**src/rtl/core/rcpc_pkg.sv**
```systemverilog
package rcpc_pkg;

	localparam int NumWords   = 12;
	localparam int MaxWordLen = 25;
	localparam int WinDepth   = MaxWordLen - 1;
	localparam int QueryWords = 9;

	// word slots in the hit vector
	localparam int WProcClass = 0;
	localparam int WCreate    = 1;
	localparam int WSubscr    = 9;
	localparam int WLoopV4    = 10;
	localparam int WLoopV6    = 11;

	// right-justified text: byte k holds the k-th character from the end
	localparam logic [MaxWordLen*8-1:0] WordText [NumWords] = '{
		{"wi", "n32_process"},
		"create",
		"__eventconsumer",
		"__eventfilter",
		"__filtertoconsumerbinding",
		"commandlineeventconsumer",
		"activescripteventconsumer",
		{"powe", "rshell"},
		"pwsh",
		"subscription",
		"127.0.0.1",
		"::1"
	};

	localparam logic [4:0] WordLen [NumWords] = '{
		5'd13, 5'd6, 5'd15, 5'd13, 5'd25, 5'd24,
		5'd25, 5'd10, 5'd4, 5'd12, 5'd9, 5'd3
	};

	localparam logic [71:0] LocalName = "localhost";
	localparam logic [3:0]  LocalNameLen = 4'd9;
	localparam logic [15:0] CharDot = 16'h002E;
	localparam logic [15:0] CharUpA = 16'h0041;
	localparam logic [15:0] CharUpZ = 16'h005A;
	localparam logic [15:0] CaseOffset = 16'h0020;

	localparam logic [1:0] FieldNs    = 2'd0;
	localparam logic [1:0] FieldQuery = 2'd1;
	localparam logic [1:0] FieldHost  = 2'd2;

	localparam logic [1:0] OpQuery     = 2'd0;
	localparam logic [1:0] OpMethod    = 2'd1;
	localparam logic [1:0] OpSubscribe = 2'd2;
	localparam logic [1:0] OpConnect   = 2'd3;

	localparam logic [15:0] EvQuery     = 16'd11;
	localparam logic [15:0] EvMethod    = 16'd23;
	localparam logic [15:0] EvSubscribe = 16'd22;
	localparam logic [15:0] EvConnect   = 16'd5;

	typedef struct packed {
		logic [QueryWords-1:0] query_hits;
		logic                  ns_hit;
		logic [1:0]            loop_hits;
		logic [3:0]            host_len;
		logic                  dot_match;
		logic                  lname_match;
	} track_t;

	localparam track_t TrackReset = '{
		query_hits:  '0,
		ns_hit:      1'b0,
		loop_hits:   2'b00,
		host_len:    4'd0,
		dot_match:   1'b1,
		lname_match: 1'b1
	};

	typedef struct packed {
		logic       event_valid;
		logic [1:0] operation;
		logic       suspicious;
		logic       remote_host;
		logic       process_create_hit;
		logic       persistence_hit;
		logic       shell_hit;
		logic       subscription_ns_hit;
	} result_t;

endpackage

```
**src/rtl/core/rcpc_window.sv**
```systemverilog
module rcpc_window (
	input  logic                          clk,
	input  logic                          arst_n,
	input  logic                          upd,
	input  logic                          clear_all,
	input  logic                          fld_chg,
	input  logic                          shift_in,
	input  logic [15:0]                   unit_lc,
	output logic [rcpc_pkg::NumWords-1:0] hits
);

	logic [15:0] win_q [rcpc_pkg::WinDepth];
	logic [15:0] base  [rcpc_pkg::WinDepth];
	logic [15:0] view  [rcpc_pkg::MaxWordLen];

	// drop the old text when the field changes, newest unit in front
	always_comb begin
		for (int i = 0; i < rcpc_pkg::WinDepth; i++) begin
			base[i] = fld_chg ? 16'h0000 : win_q[i];
		end
		view[0] = unit_lc;
		for (int i = 1; i < rcpc_pkg::MaxWordLen; i++) begin
			view[i] = base[i-1];
		end
	end

	always_comb begin
		for (int w = 0; w < rcpc_pkg::NumWords; w++) begin
			hits[w] = 1'b1;
			for (int k = 0; k < rcpc_pkg::MaxWordLen; k++) begin
				if (k < rcpc_pkg::WordLen[w] &&
				    view[k] != {8'h00, rcpc_pkg::WordText[w][8*k +: 8]}) begin
					hits[w] = 1'b0;
				end
			end
		end
	end

	always_ff @(posedge clk or negedge arst_n) begin
		if (!arst_n) begin
			for (int i = 0; i < rcpc_pkg::WinDepth; i++) win_q[i] <= 16'h0000;
		end else if (upd) begin
			if (clear_all) begin
				for (int i = 0; i < rcpc_pkg::WinDepth; i++) win_q[i] <= 16'h0000;
			end else if (shift_in) begin
				win_q[0] <= unit_lc;
				for (int i = 1; i < rcpc_pkg::WinDepth; i++) win_q[i] <= base[i-1];
			end else begin
				for (int i = 0; i < rcpc_pkg::WinDepth; i++) win_q[i] <= base[i];
			end
		end
	end

endmodule

```
**src/rtl/core/rcpc_verdict.sv**
```systemverilog
module rcpc_verdict (
	input  rcpc_pkg::track_t  trk,
	input  logic [15:0]       event_number,
	output rcpc_pkg::result_t res
);

	logic       known;
	logic [1:0] op;
	logic       pc, pe, sh, ns, remote;

	always_comb begin
		known = 1'b1;
		op    = rcpc_pkg::OpQuery;
		case (event_number)
			rcpc_pkg::EvQuery:     op = rcpc_pkg::OpQuery;
			rcpc_pkg::EvMethod:    op = rcpc_pkg::OpMethod;
			rcpc_pkg::EvSubscribe: op = rcpc_pkg::OpSubscribe;
			rcpc_pkg::EvConnect:   op = rcpc_pkg::OpConnect;
			default:               known = 1'b0;
		endcase
	end

	assign pc = trk.query_hits[rcpc_pkg::WProcClass] && trk.query_hits[rcpc_pkg::WCreate];
	assign pe = |trk.query_hits[6:2];
	assign sh = |trk.query_hits[8:7];
	assign ns = trk.ns_hit;
	assign remote = (trk.host_len != 4'd0)
		&& !(trk.dot_match && trk.host_len == 4'd1)
		&& !(trk.lname_match && trk.host_len == rcpc_pkg::LocalNameLen)
		&& (trk.loop_hits == 2'b00);

	// an unknown event reports nothing at all
	always_comb begin
		res.event_valid         = known;
		res.operation           = known ? op : rcpc_pkg::OpQuery;
		res.suspicious          = known && (pc || pe || sh || ns || remote);
		res.remote_host         = known && remote;
		res.process_create_hit  = known && pc;
		res.persistence_hit     = known && pe;
		res.shell_hit           = known && sh;
		res.subscription_ns_hit = known && ns;
	end

endmodule

```
**src/rtl/core/remote_call_pattern_classifier.sv**
```systemverilog
// Channel  Direction  Handshake            Transaction
// input    in         in_valid / in_stall  one code unit of a field, end-of-event mark
// output   out        out_valid / out_stall one verdict per end-of-event item
//
// One item per cycle unless an end-of-event item waits on an untaken verdict. Items pass
// an input register, then the window compare and state update that closes the loop on
// the window and per-event hit registers; verdicts are offered from a result register.
// Reset clears the window, the field tracker, the hit registers and both valids.
// in_stall rises only while an end-of-event item waits for a result register that
// still holds an untaken verdict.
module remote_call_pattern_classifier (
	input  logic        clk,
	input  logic        arst_n,
	input  logic        in_valid,
	output logic        in_stall,
	input  logic [1:0]  field_id,
	input  logic [15:0] code_unit,
	input  logic        has_unit,
	input  logic        end_of_event,
	input  logic [15:0] event_number,
	output logic        out_valid,
	input  logic        out_stall,
	output logic        event_valid,
	output logic [1:0]  operation,
	output logic        suspicious,
	output logic        remote_host,
	output logic        process_create_hit,
	output logic        persistence_hit,
	output logic        shell_hit,
	output logic        subscription_ns_hit
);

	logic        valid_s1;
	logic [1:0]  field_s1;
	logic [15:0] unit_s1;
	logic        has_s1;
	logic        eoe_s1;
	logic [15:0] evnum_s1;

	logic              res_valid_s2;
	rcpc_pkg::result_t res_s2;
	rcpc_pkg::result_t res_nxt;

	logic [1:0]       cur_field_q;
	rcpc_pkg::track_t trk_q;
	rcpc_pkg::track_t trk_nxt;

	logic                          go;
	logic                          accept;
	logic                          fld_chg;
	logic [15:0]                   unit_lc;
	logic [rcpc_pkg::NumWords-1:0] hits;
	logic [3:0]                    lname_pos;
	logic [7:0]                    lname_ch;

	assign go       = valid_s1 && (!eoe_s1 || !res_valid_s2 || !out_stall);
	assign in_stall = valid_s1 && !go;
	assign accept   = in_valid && !in_stall;

	always_ff @(posedge clk or negedge arst_n) begin
		if (!arst_n) begin
			valid_s1 <= 1'b0;
		end else if (accept) begin
			valid_s1 <= 1'b1;
		end else if (go) begin
			valid_s1 <= 1'b0;
		end
	end

	always_ff @(posedge clk) begin
		if (accept) begin
			field_s1 <= field_id;
			unit_s1  <= code_unit;
			has_s1   <= has_unit;
			eoe_s1   <= end_of_event;
			evnum_s1 <= event_number;
		end
	end

	assign fld_chg = field_s1 != cur_field_q;
	assign unit_lc = (unit_s1 >= rcpc_pkg::CharUpA && unit_s1 <= rcpc_pkg::CharUpZ)
		? unit_s1 + rcpc_pkg::CaseOffset : unit_s1;

	rcpc_window u_window (
		.clk       (clk),
		.arst_n    (arst_n),
		.upd       (go),
		.clear_all (eoe_s1),
		.fld_chg   (fld_chg),
		.shift_in  (has_s1),
		.unit_lc   (unit_lc),
		.hits      (hits)
	);

	// exact host compare runs on the raw unit, not the folded one
	assign lname_pos = (trk_q.host_len < rcpc_pkg::LocalNameLen)
		? 4'd8 - trk_q.host_len : 4'd0;
	assign lname_ch  = rcpc_pkg::LocalName[{lname_pos, 3'b000} +: 8];

	always_comb begin
		trk_nxt = trk_q;
		if (has_s1) begin
			case (field_s1)
				rcpc_pkg::FieldQuery: begin
					trk_nxt.query_hits = trk_q.query_hits | hits[rcpc_pkg::QueryWords-1:0];
				end
				rcpc_pkg::FieldNs: begin
					trk_nxt.ns_hit = trk_q.ns_hit | hits[rcpc_pkg::WSubscr];
				end
				rcpc_pkg::FieldHost: begin
					trk_nxt.loop_hits = trk_q.loop_hits
						| {hits[rcpc_pkg::WLoopV6], hits[rcpc_pkg::WLoopV4]};
					if (trk_q.host_len != 4'd0 || unit_s1 != rcpc_pkg::CharDot) begin
						trk_nxt.dot_match = 1'b0;
					end
					if (trk_q.host_len >= rcpc_pkg::LocalNameLen ||
					    unit_s1 != {8'h00, lname_ch}) begin
						trk_nxt.lname_match = 1'b0;
					end
					if (trk_q.host_len != 4'hF) begin
						trk_nxt.host_len = trk_q.host_len + 4'd1;
					end
				end
				default: ;
			endcase
		end
	end

	rcpc_verdict u_verdict (
		.trk          (trk_nxt),
		.event_number (evnum_s1),
		.res          (res_nxt)
	);

	// end of event: return all tracking to its idle value
	always_ff @(posedge clk or negedge arst_n) begin
		if (!arst_n) begin
			cur_field_q <= rcpc_pkg::FieldNs;
			trk_q       <= rcpc_pkg::TrackReset;
		end else if (go) begin
			cur_field_q <= eoe_s1 ? rcpc_pkg::FieldNs : field_s1;
			trk_q       <= eoe_s1 ? rcpc_pkg::TrackReset : trk_nxt;
		end
	end

	always_ff @(posedge clk or negedge arst_n) begin
		if (!arst_n) begin
			res_valid_s2 <= 1'b0;
		end else if (go && eoe_s1) begin
			res_valid_s2 <= 1'b1;
		end else if (!out_stall) begin
			res_valid_s2 <= 1'b0;
		end
	end

	always_ff @(posedge clk) begin
		if (go && eoe_s1) begin
			res_s2 <= res_nxt;
		end
	end

	assign out_valid           = res_valid_s2;
	assign event_valid         = res_s2.event_valid;
	assign operation           = res_s2.operation;
	assign suspicious          = res_s2.suspicious;
	assign remote_host         = res_s2.remote_host;
	assign process_create_hit  = res_s2.process_create_hit;
	assign persistence_hit     = res_s2.persistence_hit;
	assign shell_hit           = res_s2.shell_hit;
	assign subscription_ns_hit = res_s2.subscription_ns_hit;

	a_stall_cause: assert property (@(posedge clk) disable iff (!arst_n)
		in_stall |-> valid_s1 && eoe_s1 && res_valid_s2 && out_stall)
		else $error("input stalled without a blocked verdict");

	a_event_clears: assert property (@(posedge clk) disable iff (!arst_n)
		go && eoe_s1 |=> cur_field_q == rcpc_pkg::FieldNs && trk_q == rcpc_pkg::TrackReset)
		else $error("tracking state not cleared after end of event");

	a_unknown_quiet: assert property (@(posedge clk) disable iff (!arst_n)
		out_valid && !event_valid |-> !suspicious && !remote_host
			&& !process_create_hit && !persistence_hit && !shell_hit
			&& !subscription_ns_hit && operation == rcpc_pkg::OpQuery)
		else $error("unknown event reports hits");

	a_susp_cover: assert property (@(posedge clk) disable iff (!arst_n)
		out_valid && event_valid |-> suspicious == (remote_host || process_create_hit
			|| persistence_hit || shell_hit || subscription_ns_hit))
		else $error("suspicious flag disagrees with rule hits");

endmodule
```
**config.mk**
```make
export PLATFORM = sky130hd
export DESIGN_NAME = remote_call_pattern_classifier
export DESIGN_NICKNAME = d
export VERILOG_FILES = /design/src/rtl/core/rcpc_pkg.sv /design/src/rtl/core/rcpc_window.sv /design/src/rtl/core/rcpc_verdict.sv /design/src/rtl/core/remote_call_pattern_classifier.sv
export SDC_FILE = /design/constraint.sdc
export NUM_CORES = 1
export LEC_CHECK = 0
export BUFFER_PORTS_ARGS = -buffer_cell sky130_fd_sc_hd__buf_2
export CAP_MARGIN = 0
export CORE_MARGIN = 1
export CORE_UTILIZATION = 25
export DETAILED_ROUTE_END_ITERATION = 8
export PLACE_DENSITY_LB_ADDON = 0.05
export SKIP_LAST_GASP = 1
export SYNTH_ARGS = -nofsm -noshare
export SYNTH_HDL_FRONTEND = slang
export SYNTH_HIERARCHICAL = 1
export SYNTH_SLANG_ARGS = --single-unit
```
**constraint.sdc**
```tcl
create_clock -name clk -period 8.9 [get_ports clk]
set_input_delay 0.89 -clock clk [delete_from_list [all_inputs] [get_ports clk]]
set_output_delay 0.89 -clock clk [all_outputs]
set_load 0.01 [all_outputs]
```
==> flow_summary.ini <==
[critical_path]
critical_path_rt_ns = 9.24
startpoint_type = flip-flop
reg2reg_depth = 12
setup.reg_to_reg.worst_slack_ns = 4.35
timing.setup.critical_path_class = flip-flop to flip-flop
critical_register_to_register_path_endpoint = suspicious
crit_path_max_fanout = 13
cp_arrival_ns = 4.89
worstReg2RegStart = unit_s1[0]
end_kind = flip-flop

[sta]
clock-skew-final_ns = 0.0250
rsz0062_at_grt = no
max-slew-margin-rel_pct = 15.4
min_period_over_period_pct = 51.1
timing.final.max_slew_violations = 0
final.setup.tns_ns = 0
final_critical_path_time_including_i_o_delays_and_setup_ns = 4.55
max_slew.worst_pin.slew_ns = 1.27
report.final.hold_viol_count = 0
maxClockFrequency_mhz = 220
report.final.setup_viol = 0

[synthesis]
yosys_register_bits = 451
synthesis.instances = 1513
avgSynthCellArea_sq_um = 12.5
netlist.top_cell.by_area = dfrtp_1
yosysWarningCount = 6
syn-cell-area_sq_um = 19000
post_synth_num_cell_types = 75
yosys_most_used_dff = dfrtp_1
async_flop_share_pct = 90.0
netlist.area_leader.share_pct = 53.3
synth.top_cells.by_area = dfrtp_1 53%, a22o_1 17%, edfxtp_1 7.1%
synth_seq_area_share_pct = 60.7
synth-edff-count = 45
synth.net_count = 1558

[place]
io_buffers = 50
finalWeightedCongestion = 0.903
total_half_perimeter_wirelength_after_legalization_and_detailed_placement_microns = 39500
numPlacedInstances = 2432

[floorplanning]
dieHeight_microns = 277
floorplan.die.width_microns = 277
floorplan.core_area_sq_um = 74800
placement_rows = 100
initial_core_util_pct = 25.4
floorplan.io_pins = 51
die_area_sq_um = 77000

[drt]
drt_iter0_drc = 1011
drtAntennaViolNets = 0
drt-pass1-iter-count = 5
routed_wirelength_microns = 61200
route.detailed.wl_per_inst_microns = 24.2
detailroute.via_count = 13460
post_drt_via_cell_ratio = 5.31
drc_violations = 0

[clock_network]
tritoncts = yes
cts_sinks = 451
cts_resized = 0
ctsHoldBuffers = 0
post-cts-setup-buffer-count = 0
cts-buffers-inserted = 54
h-tree-depth = 2
cts-root-to-sink-buffers = 3
path_clk_slew_ns = 0.06
cts_root_buffer = clkbuf_16
latest_clock_arrival_within_the_worst_skew_pair_ns = 0.62

[layout]
layout-area-overhead-vs-synth_pct = 15.7
final_nets = 1564
layout_common_cells = 404 x dfrtp_1, 370 x a22o_1, 74 x nor4_1, 59 x nor2_1, 56 x clkbuf_16
post_route_cells_drive_above_1_share_pct = 11.2
layout.cells.non_filler = 2533
layout.cells.most_common = dfrtp_1

[global_routing]
antenna_found_initial = 1
first_global_vias = 13909
grt_start_max_net_pins = 225
grt_pass1_wl_microns = 93800
globalRouteTotalUtil_pct = 15.8
gr-total-overflow = 0

[power]
power_per_cell_area_nw_per_um2 = 211
p_leak_nw = 9.47
ir_drop_mv = 0.127

[outcome]
run_status = complete, no violations

[hold_path]
timing.hold.worst.class = primary input to async pin

[flow_run]
max_cap_violations = 0
==> cell usage after synthesis (3+ instances only) <==
library cell,n
dfrtp_1,404
a22o_1,370
clkbuf_1,88
nor4_1,76
nor2_1,59
edfxtp_1,45
nand4_1,44
nand2_1,41
nand3_1,32
inv_1,27
nor4b_1,26
nor4bb_1,26
buf_2,19
nor3_1,17
o22ai_1,16
a22oi_1,15
a21o_1,14
a31oi_1,13
nor3b_1,13
nor2b_1,12
o21ai_0,11
nand3b_1,10
nand4b_1,10
a21oi_1,9
and4b_1,9
and2_1,7
and3b_1,6
buf_1,6
ha_1,5
or3_1,5
and4_1,4
nand2b_1,4
nor4_2,4
or4_1,4
xnor2_1,4
a211oi_1,3
a32o_1,3
and3_1,3
o211ai_1,3
o32ai_1,3
==> report_power, final <==
part           internal [W]  leakage, nW  switching [W]
registers           0.00211         6.10      0.0000322
logic             0.0000568         2.49       0.000200
clock network       0.00131        0.890       0.000918
total               0.00347         9.47        0.00115
==> state kept, by name, summed over array words and instances (netlist names) <==
register             cells
process_create_hit       1
out_valid                1
valid_s1                 1
has_s1                   1
subscription_ns_hit      1
persistence_hit          1
u_window/win_q         384
eoe_s1                   1
suspicious               1
operation                2
remote_host              1
event_valid              1
evnum_s1                16
trk_q                   18
shell_hit                1
cur_field_q              2
field_s1                 2
unit_s1                 16
==> area by class of cell <==
class	instances	area (sq um)
antenna	1	2.50
fill	7623	52900
clock inverter	19	171
tap	969	1210
multi-input combinational	919	6920
inverter	28	105
clock buffer	81	1620
timing repair buffer	65	410
sequential	451	11500
==> layer usage <==
layer  share of wire [%]  global-route usage [%]  routed length [microns]
met5                   0                       0                        0
met4                 2.3                    4.43                     1410
met3                 3.5                    2.08                     2170
met2                  47                    25.5                    29000
met1                  47                    22.1                    28600
==> kinds of logic after synthesis <==
group,share of synthesized area (%)
AOI/OAI and AO/OA,21.3
and+or+nand+nor,14.2
muxes,0.165
DFF,60.7
adders and majority gates,0.330
buffers and inverters,3.01
xor gates and xnor gates,0.231
==> worst max path at each step <==
stage / startpoint / to / slack (ns) / depth (start not counted)
after floorplan: unit_s1[0] / suspicious / 5.33 / 12
after global placement: unit_s1[0] / suspicious / 4.48 / 12
after detailed placement: unit_s1[0] / suspicious / 4.37 / 12
after CTS: unit_s1[0] / suspicious / 4.32 / 12
after global routing: unit_s1[0] / suspicious / 3.88 / 12
final: unit_s1[0] / suspicious / 4.35 / 12
==> through the flow <==
stage	cell area, sq um	power (W)	hold WS [ns]	worst slack [ns]	util, %
5_1_grt	22000	0.00481	0.393	3.88	29.3
3_3_place_gp	20200	0.00244	0.469	4.48	27.0
6_report	22000	0.00462	0.316	4.35	29.3
2_1_floorplan	19000	0.00231	0.455	5.33	-
4_1_cts	22000	0.00471	0.361	4.32	29.3
3_5_place_dp	20200	0.00244	0.477	4.37	27.0
==> critical path, cell delays in order (launching register included) <==
cell and delay (ns):
edfxtp_1 0.59, or4_1 0.58, o32ai_1 0.23, a211oi_1 0.12, mux2_1 0.40, nor4bb_1 0.29, nand4_1 0.12, a2111oi_0 0.77
nand4_1 0.17, nor4b_1 0.54, a21o_1 0.18, a211o_1 0.15, a41oi_1 0.11
(Power assumes the default switching activity.)
